`src/sv/channel_busy_until_scheduler_macros.svh`:
```
// Assertion macros shared by the channel busy-until scheduler RTL.
`ifndef CHANNEL_BUSY_UNTIL_SCHEDULER_MACROS_SVH
`define CHANNEL_BUSY_UNTIL_SCHEDULER_MACROS_SVH

// Same-cycle implication, disabled during reset.
`define CBUS_ASSERT_SAME(label, clk, rst, ante, cons, msg) \
   label: assert property (@(posedge clk) disable iff (rst) (ante) |-> (cons)) \
      else $error(msg);

// Next-cycle implication, disabled during reset.
`define CBUS_ASSERT_NEXT(label, clk, rst, ante, cons, msg) \
   label: assert property (@(posedge clk) disable iff (rst) (ante) |=> (cons)) \
      else $error(msg);

`endif

```
`src/sv/cbus_pkg.sv`:
```
// Types and constants of the channel busy-until scheduler.
package cbus_pkg;

   localparam int TIME_W     = 56;
   localparam int CH_W       = 6;
   localparam int CNT_W      = CH_W + 1;
   localparam int SIZE_W     = 32;
   localparam int COST_W     = 32;
   localparam int PROD_W     = SIZE_W + COST_W;
   localparam int FRAC_BITS  = 16;
   localparam int ACTIVE_W   = 4;
   localparam int CSR_IDX_W  = 2;
   localparam int CSR_DATA_W = 32;
   localparam int MODE_W     = 2;
   localparam int STATUS_W   = 2;

   localparam logic [ACTIVE_W-1:0] ACTIVE_RESET = 4'd8;

   typedef enum logic [MODE_W-1:0] {
      MODE_DISPATCH = 2'd0,
      MODE_FIND     = 2'd1,
      MODE_QUERY    = 2'd2,
      MODE_UNUSED   = 2'd3
   } mode_type;

   typedef enum logic [STATUS_W-1:0] {
      STATUS_OK       = 2'd0,
      STATUS_BAD_CHAN = 2'd1,
      STATUS_NONE     = 2'd2,
      STATUS_RSVD     = 2'd3
   } status_type;

   typedef enum logic [CSR_IDX_W-1:0] {
      CSR_ACTIVE     = 2'd0,
      CSR_READ_COST  = 2'd1,
      CSR_WRITE_COST = 2'd2,
      CSR_NONE       = 2'd3
   } csr_index_type;

endpackage

```
`src/sv/channel_busy_until_scheduler.sv`:
```
// Channel busy-until scheduler: per-channel finish times kept in a one-port-read memory.
// Query and bad-channel beats pass S_EVAL and then S_DONE; dispatch adds S_ADD for the write-back;
// find-first-free stays in S_EVAL for each channel scanned (at least 1), one memory read each.
// The next beat is taken only once the sequencer is back in S_IDLE after the response is loaded;
// a stalled response that keeps the output register full holds the beat in S_DONE longer.
// Synchronous active-high reset clears the valid bits (busy times read as zero), active 8, costs 0.
module channel_busy_until_scheduler #(
   parameter int CHAN_COUNT = 8
) (
   input  logic                               clock,
   input  logic                               reset,
   // Request channel.
   input  logic                               req_valid,
   output logic                               req_stall,
   input  logic [cbus_pkg::MODE_W-1:0]        req_mode,
   input  logic [cbus_pkg::CH_W-1:0]          req_channel,
   input  logic                               req_is_write,
   input  logic [cbus_pkg::SIZE_W-1:0]        req_byte_count,
   input  logic [cbus_pkg::TIME_W-1:0]        req_now,
   // Response channel.
   output logic                               rsp_valid,
   input  logic                               rsp_stall,
   output logic [cbus_pkg::STATUS_W-1:0]      rsp_status,
   output logic [cbus_pkg::CH_W-1:0]          rsp_result_channel,
   output logic                               rsp_channel_free,
   output logic [cbus_pkg::TIME_W-1:0]        rsp_result_time,
   // Configuration write port.
   input  logic                               csr_write_enable,
   input  logic [cbus_pkg::CSR_IDX_W-1:0]     csr_index,
   input  logic [cbus_pkg::CSR_DATA_W-1:0]    csr_write_data
);

   `include "channel_busy_until_scheduler_macros.svh"

   // Address width of the busy-time memory; at least one bit.
   localparam int AW = (CHAN_COUNT > 1) ? $clog2(CHAN_COUNT) : 1;

   // The engine is a small sequencer around the busy-time memory.
   // S_EVAL sees the registered read data of the entry addressed at the previous edge.
   // S_ADD forms the dispatch finish time and writes it back.
   // S_DONE parks the result until the output register can take it.
   typedef enum logic [3:0] {
      S_IDLE = 4'b0001,
      S_EVAL = 4'b0010,
      S_ADD  = 4'b0100,
      S_DONE = 4'b1000
   } state_type;

   state_type state_ff, state_in;

   // Configuration registers.
   logic [cbus_pkg::ACTIVE_W-1:0] active_ff;
   logic [cbus_pkg::COST_W-1:0]   rcost_ff;
   logic [cbus_pkg::COST_W-1:0]   wcost_ff;

   // Beat context captured at acceptance.
   cbus_pkg::mode_type            mode_ff;
   logic [cbus_pkg::CH_W-1:0]     ch_ff;
   logic [cbus_pkg::TIME_W-1:0]   now_ff;
   logic [cbus_pkg::CNT_W-1:0]    n_ff;
   logic [cbus_pkg::PROD_W-1:0]   product_ff;

   // Working registers.
   logic [cbus_pkg::CNT_W-1:0]    scan_ff, scan_in;
   logic [cbus_pkg::TIME_W-1:0]   start_ff, start_in;
   logic                          free_ff, free_in;

   // Pending result and the output register.
   cbus_pkg::status_type          res_status_ff, res_status_in;
   logic [cbus_pkg::CH_W-1:0]     res_channel_ff, res_channel_in;
   logic                          res_free_ff, res_free_in;
   logic [cbus_pkg::TIME_W-1:0]   res_time_ff, res_time_in;

   logic                          rsp_valid_ff, rsp_valid_in;
   logic [cbus_pkg::STATUS_W-1:0] rsp_status_ff;
   logic [cbus_pkg::CH_W-1:0]     rsp_channel_ff;
   logic                          rsp_free_ff;
   logic [cbus_pkg::TIME_W-1:0]   rsp_time_ff;

   // Busy-time memory with per-entry valid bits; an entry never written reads as zero.
   logic [cbus_pkg::TIME_W-1:0]   mem [CHAN_COUNT];
   logic                          valid_ff [CHAN_COUNT];
   logic [cbus_pkg::TIME_W-1:0]   rd_data_ff;
   logic                          rd_valid_ff;
   logic [AW-1:0]                 rd_addr;
   logic                          mem_we;
   logic [cbus_pkg::TIME_W-1:0]   fin;

   logic                          accept;
   logic                          out_free;
   logic                          load_out;
   logic [cbus_pkg::CNT_W-1:0]    live_count;
   logic [cbus_pkg::COST_W-1:0]   cost;
   logic [cbus_pkg::PROD_W-1:0]   product;
   logic [cbus_pkg::TIME_W-1:0]   busy;
   logic                          is_free;
   logic                          bad;
   logic [cbus_pkg::CNT_W-1:0]    scan_nxt;
   logic [cbus_pkg::TIME_W:0]     sum;
   logic                          scan_live;

   // A request beat is taken whenever the sequencer is idle, even while a finished
   // response still waits in the output register.
   assign req_stall = (state_ff != S_IDLE);
   assign accept    = req_valid && (state_ff == S_IDLE);
   assign out_free  = !rsp_valid_ff || !rsp_stall;
   assign load_out  = (state_ff == S_DONE) && out_free;

   // Effective channel count: active_channels clipped to the number of memory entries.
   assign live_count = ({{(cbus_pkg::CNT_W-cbus_pkg::ACTIVE_W){1'b0}}, active_ff}
                        > cbus_pkg::CNT_W'(CHAN_COUNT))
                       ? cbus_pkg::CNT_W'(CHAN_COUNT)
                       : {{(cbus_pkg::CNT_W-cbus_pkg::ACTIVE_W){1'b0}}, active_ff};

   // Service product, registered before it joins the finish-time add.
   assign cost    = req_is_write ? wcost_ff : rcost_ff;
   assign product = cbus_pkg::PROD_W'(req_byte_count) * cbus_pkg::PROD_W'(cost);

   assign busy     = rd_valid_ff ? rd_data_ff : '0;
   assign is_free  = (busy <= now_ff);
   assign bad      = ({1'b0, ch_ff} >= n_ff);
   assign scan_nxt = scan_ff + 1'b1;

   // Finish time: start plus whole-tick service, saturating at the top of the time range.
   assign sum = {1'b0, start_ff}
              + (cbus_pkg::TIME_W+1)'(product_ff[cbus_pkg::PROD_W-1:cbus_pkg::FRAC_BITS]);
   assign fin = sum[cbus_pkg::TIME_W] ? '1 : sum[cbus_pkg::TIME_W-1:0];

   assign mem_we = (state_ff == S_ADD);

   // Read address: the request's channel (or entry 0 for a scan) at acceptance, and the
   // next scan entry while a find-first-free walks the memory.
   always_comb begin
      if (state_ff == S_IDLE) begin
         rd_addr = (req_mode == cbus_pkg::MODE_FIND) ? '0 : req_channel[AW-1:0];
      end else begin
         rd_addr = scan_nxt[AW-1:0];
      end
   end

   // Sequencer and result formation.
   always_comb begin
      state_in       = state_ff;
      scan_in        = scan_ff;
      start_in       = start_ff;
      free_in        = free_ff;
      res_status_in  = res_status_ff;
      res_channel_in = res_channel_ff;
      res_free_in    = res_free_ff;
      res_time_in    = res_time_ff;
      rsp_valid_in   = rsp_valid_ff && rsp_stall;

      case (state_ff)
         S_IDLE: begin
            if (accept) begin
               state_in = S_EVAL;
               scan_in  = '0;
            end
         end
         S_EVAL: begin
            state_in       = S_DONE;
            res_status_in  = cbus_pkg::STATUS_OK;
            res_channel_in = ch_ff;
            res_free_in    = 1'b0;
            res_time_in    = '0;
            case (mode_ff)
               cbus_pkg::MODE_DISPATCH: begin
                  if (bad) begin
                     res_status_in = cbus_pkg::STATUS_BAD_CHAN;
                  end else begin
                     free_in  = is_free;
                     start_in = is_free ? now_ff : busy;
                     state_in = S_ADD;
                  end
               end
               cbus_pkg::MODE_FIND: begin
                  if ((scan_ff < n_ff) && is_free) begin
                     res_channel_in = scan_ff[cbus_pkg::CH_W-1:0];
                     res_free_in    = 1'b1;
                     res_time_in    = busy;
                  end else if (scan_nxt < n_ff) begin
                     scan_in  = scan_nxt;
                     state_in = S_EVAL;
                  end else begin
                     res_status_in  = cbus_pkg::STATUS_NONE;
                     res_channel_in = '0;
                  end
               end
               cbus_pkg::MODE_QUERY: begin
                  if (bad) begin
                     res_status_in = cbus_pkg::STATUS_BAD_CHAN;
                  end else begin
                     res_free_in = is_free;
                     res_time_in = busy;
                  end
               end
               default: begin
                  res_channel_in = '0;
               end
            endcase
         end
         S_ADD: begin
            // The write lands at this edge; the next beat's read comes only after S_DONE hands
            // the result off, so no forwarding path is needed.
            res_status_in  = cbus_pkg::STATUS_OK;
            res_channel_in = ch_ff;
            res_free_in    = free_ff;
            res_time_in    = fin;
            state_in       = S_DONE;
         end
         S_DONE: begin
            if (out_free) begin
               rsp_valid_in = 1'b1;
               state_in     = S_IDLE;
            end
         end
         default: begin
            state_in = S_IDLE;
         end
      endcase
   end

   // Control registers and configuration.
   always_ff @(posedge clock) begin
      if (reset) begin
         state_ff     <= S_IDLE;
         rsp_valid_ff <= 1'b0;
         active_ff    <= cbus_pkg::ACTIVE_RESET;
         rcost_ff     <= '0;
         wcost_ff     <= '0;
      end else begin
         state_ff     <= state_in;
         rsp_valid_ff <= rsp_valid_in;
         if (csr_write_enable) begin
            case (csr_index)
               cbus_pkg::CSR_ACTIVE:     active_ff <= csr_write_data[cbus_pkg::ACTIVE_W-1:0];
               cbus_pkg::CSR_READ_COST:  rcost_ff  <= csr_write_data[cbus_pkg::COST_W-1:0];
               cbus_pkg::CSR_WRITE_COST: wcost_ff  <= csr_write_data[cbus_pkg::COST_W-1:0];
               default: ;
            endcase
         end
      end
   end

   // Entry valid bits: reset marks every busy time as zero.
   always_ff @(posedge clock) begin
      if (reset) begin
         for (int i = 0; i < CHAN_COUNT; i++) begin
            valid_ff[i] <= 1'b0;
         end
      end else if (mem_we) begin
         valid_ff[ch_ff[AW-1:0]] <= 1'b1;
      end
   end

   // Busy-time memory: one write port, one registered read port.
   always_ff @(posedge clock) begin
      if (mem_we) begin
         mem[ch_ff[AW-1:0]] <= fin;
      end
      rd_data_ff  <= mem[rd_addr];
      rd_valid_ff <= valid_ff[rd_addr];
   end

   // Datapath registers.
   always_ff @(posedge clock) begin
      if (accept) begin
         mode_ff    <= cbus_pkg::mode_type'(req_mode);
         ch_ff      <= req_channel;
         now_ff     <= req_now;
         n_ff       <= live_count;
         product_ff <= product;
      end
      scan_ff        <= scan_in;
      start_ff       <= start_in;
      free_ff        <= free_in;
      res_status_ff  <= res_status_in;
      res_channel_ff <= res_channel_in;
      res_free_ff    <= res_free_in;
      res_time_ff    <= res_time_in;
      if (load_out) begin
         rsp_status_ff  <= res_status_ff;
         rsp_channel_ff <= res_channel_ff;
         rsp_free_ff    <= res_free_ff;
         rsp_time_ff    <= res_time_ff;
      end
   end

   assign rsp_valid          = rsp_valid_ff;
   assign rsp_status         = rsp_status_ff;
   assign rsp_result_channel = rsp_channel_ff;
   assign rsp_channel_free   = rsp_free_ff;
   assign rsp_result_time    = rsp_time_ff;

   // A find-first-free scan is in progress over a non-empty channel set.
   assign scan_live = (state_ff == S_EVAL) && (mode_ff == cbus_pkg::MODE_FIND) && (n_ff != '0);

   // An accepted beat always reaches the evaluation state next.
   `CBUS_ASSERT_NEXT(a_accept_eval, clock, reset, accept, state_ff == S_EVAL, "eval missed")
   // A write-back is always followed by the result hand-off.
   `CBUS_ASSERT_NEXT(a_add_done, clock, reset, state_ff == S_ADD, state_ff == S_DONE, "no done")
   // Handing the result to a free output register makes it visible and frees the engine.
   `CBUS_ASSERT_NEXT(a_done_out, clock, reset, load_out, rsp_valid_ff && !req_stall, "result lost")
   // A scan never looks at an entry beyond the effective channel count.
   `CBUS_ASSERT_SAME(a_scan_range, clock, reset, scan_live, scan_ff < n_ff, "scan out of range")

endmodule
```
`config.mk`:
```
export PLATFORM = sky130hd
export DESIGN_NAME = channel_busy_until_scheduler
export DESIGN_NICKNAME = d
export VERILOG_FILES = /design/src/sv/cbus_pkg.sv /design/src/sv/channel_busy_until_scheduler.sv
export VERILOG_INCLUDE_DIRS = /design/src /design/src/sv
export SDC_FILE = /design/constraint.sdc
export NUM_CORES = 2
export LEC_CHECK = 0
export ABC_AREA = 0
export CAP_MARGIN = 20
export CORE_MARGIN = 2
export CORE_UTILIZATION = 60
export CTS_CLUSTER_DIAMETER = 200
export DETAILED_ROUTE_END_ITERATION = 6
export DONT_BUFFER_PORTS = 1
export PLACE_DENSITY = 0.85
export SKIP_CTS_REPAIR_TIMING = 1
export SLEW_MARGIN = 5
export SYNTH_ARGS = -nofsm -noshare
export SYNTH_HDL_FRONTEND = slang
export SYNTH_SLANG_ARGS = --single-unit
```
`constraint.sdc`:
```
create_clock -name clock -period 8.26 [get_ports clock]
set_input_delay 1.239 -clock clock [delete_from_list [all_inputs] [get_ports clock]]
set_output_delay 1.239 -clock clock [all_outputs]
set_load 0.03 [all_outputs]
```
Yosys cells after proc, flatten, opt, wreduce, memory -nomap -nowiden:

Memories as Yosys holds them, arrays and structs flattened. A register that Yosys moved wholly into a read port is not among the register bits.
Cells that the tools add are included.

* magnitude comparators: 5
* $add $sub $neg: 2
* bitwise gates (word level): 1
* mux-type cells: 46
* $mul: 1
* reduce and logical (&&, ||, !) cells: 19
* equal/unequal tests: 15

Operator list (count)
* 56-bit two-way mux: 5
* 56-bit one-hot mux with 2 select lines: 2
* 32-bit by 32-bit multiplier with 64-bit output: 1
* 56-bit by 48-bit adder with 57-bit output: 1
* 56-bit <= comparator: 1
* 32-bit two-way mux: 1
* 7-bit two-way mux: 4
* 6-bit one-hot mux with 2 select lines: 2
* 4-bit two-way mux: 5
* 4-bit one-hot mux with 4 select lines: 1
* 7-bit < comparator: 2
* 7-bit one-hot mux with 2 select lines: 1
* 1-bit two-way mux: 13
* 6-bit two-way mux: 2
* 3-bit two-way mux: 3
* 2-bit inequality test, second input constant: 4
* 2-bit one-hot mux with 2 select lines: 2
* 4-bit one-hot mux with 2 select lines: 1
* 2-bit AND reduction: 4
* 7-bit by 1-bit adder with 7-bit output, second input constant: 1
* 6-bit by 7-bit >= comparator with 1-bit output: 1
* 2-bit by 1-bit equality test with 1-bit output, second input constant: 3
* 5-bit AND reduction: 1
* 2-bit equality test, second input constant: 2
* other kinds (18): 26

* input bits: 136
* memories kept: 2
* register bits after elaboration: 402
* word-level logic and storage cells: 113
* output and inout bits: 67
* memory bits (writable): 456

Memory list
* mem: words 8, width 56, rd ports 1, clocked after Yosys merged registers in 1, wr ports 1, RTL line channel_busy_until_scheduler.sv:81 `logic [cbus_pkg::TIME_W-1:0] mem [CHAN_COUNT];`
* valid_ff: words 8, width 1, rd ports 1, clocked after Yosys merged registers in 1, wr ports 8, RTL line channel_busy_until_scheduler.sv:82 `logic valid_ff [CHAN_COUNT];`

Depth between registers and ports, before layout:

* depth after elaboration: 6
* gate-level depth with buffers: 32
* gate-level depth less buffers: 29

Worst setup path after synthesis:

Ideal clock, no wire load.

* path type: input -> register
* start: input port req_is_write
* end: register product_ff[61] (netlist bit), data pin
* data required time: 7991 ps
* stages: 29
* path slack: -592 ps
* setup time: 269 ps
* arrival time: 8583 ps
* buffers on the path: 4
* cell sequence: buf_2 > clkbuf_1 > mux2_2 > clkbuf_1 > and2_1 > fa_1 > fa_1 > inv_1 > fa_1 > fa_1 > inv_1 > fa_1 > fa_1 > fa_1 > inv_1 > fa_1 > inv_1 > ha_1 > clkbuf_1 > a21o_1 > a21o_1 > a21oi_1 > a21o_1 > a21o_1 > a311oi_1 > o21ai_0 > and2_1 > o31ai_1 > xor2_1

* cells in the longest elaborated chain, start to end: 2

RTL lines
* from (decl): RTL line channel_busy_until_scheduler.sv:17 `input logic req_is_write,`
* 32-bit two-way mux: RTL line channel_busy_until_scheduler.sv:116 `assign cost = req_is_write ? wcost_ff : rcost_ff;`
* 32-bit by 32-bit multiplier with 64-bit output: RTL line channel_busy_until_scheduler.sv:117 `assign product = cbus_pkg::PROD_W'(req_byte_count) * cbus_pkg::PROD_W'(cost);`
* named net product (one bit): RTL line channel_busy_until_scheduler.sv:94 `logic [cbus_pkg::PROD_W-1:0] product;`
* to (signal assigned): RTL line channel_busy_until_scheduler.sv:272 `product_ff <= product;`
* to (decl): RTL line channel_busy_until_scheduler.sv:61 `logic [cbus_pkg::PROD_W-1:0] product_ff;`

The timed path passes the listed nets, and every way through them passes these cells.
A chain may end at the register's enable or synchronous reset.

Worst setup path after layout:

Ends and elaborated chain as after synthesis.

==> results_dict.tcl <==
set metrics [dict create \
    cts_max_path_buffers 3 \
    fin_crit_sh 0.962 \
    rsz0062_at_grt "no" \
    start_kind "input pin" \
    cts_tree "yes" \
    viasPerCell 6.06 \
    numClockSinks 896 \
    grt_overflow 0 \
    num_io_pins 203 \
    r2r_cells 25 \
    yosys.area.top_type "edfxtp_1" \
    worst_hold_path.endpoint "rsp_result_time[26]" \
    nFillCells 8093 \
    vias 46400 \
    cp.required_ps 8670 \
    synth_top_area_frac 0.324 \
    wl_per_cell_um 23.6 \
    power_density_nw_per_um2 194 \
    total_power_mw 14.7 \
    violations "DRC" \
    regArea_um2 25500 \
    worstSetupPathType "in2reg" \
    hold_path.class "reg2reg" \
    timing.rr.start "rcost_ff[3]" \
    yosysSeqAreaShare 0.364 \
    tightest_slew_ps 1130 \
    clk_pin_slew_ps 60 \
    final-setup-viol-count 0 \
    first_pass_iters 7 \
    fmax_mhz 126 \
    cts_max_level 3 \
    r2r_end "product_ff[61]" \
    syn-num-nets 7499 \
    hpwl_um 129000 \
    cp-end-kind "flip-flop" \
    grt_pass1_wl_um 283000 \
    gp_congestion 0.986 \
    antenna_found_initial 6 \
    async_reset_ff_frac 0 \
    insertion_delay_ps 690 \
    fin_tns_setup_ps 0 \
    die_y_um 346 \
    grt_pass1_vias 50300 \
    maxSlewViolCount 0 \
    finClkSkew_ps 36.7 \
    yosys_warnings 0 \
    ys_ff_latch 896 \
    outcome "finished, violations left" \
    final_nets 7472 \
    worstHoldStart "res_time_ff[26]" \
    ant_nets 0 \
    port-buffer-count 0 \
    fin_crit_ps 7950 \
    p_leak_nw 33.3 \
    area_delta_synth_final_pct 8.05 \
    drt_wl_total_um 181000 \
    worstPathMaxFanout 32 \
    whs_path_depth 0 \
    cts_root_buffer "clkbuf_16" \
    cp_data_arrival_time_ps 8360 \
    irDropWorstVdd_uv 176 \
    die-area_um2 120000 \
    core_area_um2 116000 \
    synth_edf_count 758 \
    fp-row-count 125 \
    synth_area_um2 70200 \
    syn_avg_cell_area_um2 11.5 \
    synth_flop_cell "edfxtp_1" \
    relSlewSlack 0.249 \
    grt_use_total 0.308 \
    netlist-cell-type-count 77 \
    post-route-drc-count 1 \
    multi_input_comb_area_um2 39800 \
    cap_violations 0 \
    start_util 0.605 \
    numCtsBuffers 87 \
    reg2reg_slack_ps 670 \
    initialDrtViolationCount 4797 \
    grt_max_degree 91 \
    timing_hold_violations_final 0 \
    synthesis.instances 6088 \
    dieWidth_um 346 \
    drive_above_1_share 0.104 \
    synthTopCellsByArea "edfxtp_1, fa_1, ha_1" \
]
==> Yosys cell counts (8+ instances only) <==
master / instances
nand3_1: 40
nor2b_1: 100
inv_1: 1013
edfxtp_1: 758
o21ai_1: 8
dfxtp_1: 138
nand2b_1: 24
o21ai_0: 121
xor2_1: 46
a21oi_1: 191
ha_1: 379
a211oi_1: 12
xnor2_1: 56
nand4_1: 43
o211ai_1: 8
nor3_1: 21
a21o_1: 97
or2_2: 8
a22o_1: 58
nor2_1: 78
o21bai_1: 16
nand2_1: 739
buf_2: 32
clkbuf_1: 279
fa_1: 896
mux4_2: 114
mux2_2: 96
o21a_1: 16
and2_1: 543
a31oi_1: 19
and3_1: 17
==> flip-flops by register name, indices dropped and copies added, names as in the netlist, 32 cells and up <==
register         count
product_ff          48
rd_data_ff          56
now_ff              56
rcost_ff            32
res_time_ff         56
wcost_ff            32
rsp_result_time     56
start_ff            56
mem                448
==> cell type report <==
class                           instances  share of cell area
Antenna cell                            5            0.000165
Clock buffer                          113              0.0309
Clock inverter                         49             0.00865
Inverter                             1013              0.0502
Multi-Input combinational cell       3853               0.526
Sequential cell                       896               0.337
Tap cell                             1524              0.0252
Timing Repair Buffer                  210              0.0225
==> placed cells by master (no fill, tap or decap), types with 9 or more instances in the layout <==
| cell | count |
|---|---|
| nand2_1 | 738 |
| bufinv_16 | 11 |
| edfxtp_1 | 758 |
| mux4_2 | 114 |
| fa_1 | 890 |
| clkbuf_1 | 20 |
| nor3_1 | 15 |
| xor2_1 | 46 |
| a22o_1 | 58 |
| mux2_2 | 88 |
| a31oi_1 | 18 |
| ha_1 | 373 |
| dfxtp_1 | 137 |
| buf_12 | 9 |
| a211oi_1 | 11 |
| nand4_1 | 43 |
| nor2b_1 | 100 |
| a21o_1 | 97 |
| clkbuf_16 | 88 |
| xnor2_1 | 56 |
| clkinv_2 | 14 |
| o21a_1 | 16 |
| nand2b_1 | 24 |
| o21ai_1 | 9 |
| a21oi_1 | 184 |
| inv_1 | 1013 |
| and3_1 | 15 |
| buf_4 | 197 |
| o21bai_1 | 16 |
| o21ai_0 | 118 |
| nand3_1 | 39 |
| nor2_1 | 74 |
| and2_1 | 540 |
==> where the power goes <==
group / total [mW] / internal (mW) / switching [mW]
clock network: 4.16 / 2.39 / 1.77
logic: 4.80 / 1.96 / 2.84
registers: 5.71 / 5.59 / 0.121
==> worst max-delay path, stage by stage <==
cell and delay, ps:
mux2_2 520, buf_4 250, and2_1 180, fa_1 530, inv_1 50, fa_1 470, fa_1 460, fa_1 430
inv_1 80, fa_1 430, fa_1 500, fa_1 560, inv_1 80, fa_1 490, inv_1 70, ha_4 220
or2_2 290, a21oi_1 140, a21oi_1 90, a211oi_2 310, a311oi_2 150, buf_4 170, o21ai_1 180, and2_4 200
o31ai_2 70, xor2_1 140
==> cell families (layout without fill, tap and decap cells) <==
logic type,Yosys count,count (layout),share of synthesized area
xor gates and xnor gates,102,102,0.0127
other,0,5,0
DFF,896,896,0.364
AOI/OAI and AO/OA,604,604,0.0555
adders and majority gates,1275,1275,0.323
muxes,217,217,0.0530
buffers and inverters,1339,1385,0.0730
and+or+nand+nor,1655,1655,0.119
==> per-stage QoR <==
| step | setup WS [ps] | hold WS [ps] | util | cell area (µm²) | std cells |
|---|---|---|---|---|---|
| 2_1_floorplan | -7.45 | 400 | - | 70600 | 6088 |
| 3_3_place_gp | -238 | 404 | 0.627 | 72700 | 7491 |
| 3_5_place_dp | -316 | 405 | 0.627 | 72800 | 7493 |
| 4_1_cts | 411 | 415 | 0.653 | 75800 | 7655 |
| 5_1_grt | 30.0 | 424 | 0.653 | 75800 | 7662 |
| 6_report | 312 | 414 | 0.653 | 75800 | 7663 |
==> worst max path at each step <==
stage,slack (ps),startpoint,to
5_1_grt,30,req_is_write,product_ff[58]
3_5_place_dp,-320,req_is_write,product_ff[61]
4_1_cts,410,req_is_write,product_ff[61]
6_report,310,req_is_write,product_ff[61]
3_3_place_gp,-240,req_is_write,product_ff[61]
2_1_floorplan,-7,req_is_write,product_ff[61]
==> metal layers <==
metal | global-route usage | vias up | wire (µm)
li1 | - | 19600 | -
met1 | 0.396 | 23200 | 65500
met2 | 0.493 | 2943 | 84400
met3 | 0.0732 | 628 | 20900
met4 | 0.154 | 2 | 9730
met5 | 0 | - | 20
No activity file was read; power rests on OpenSTA's default activity.
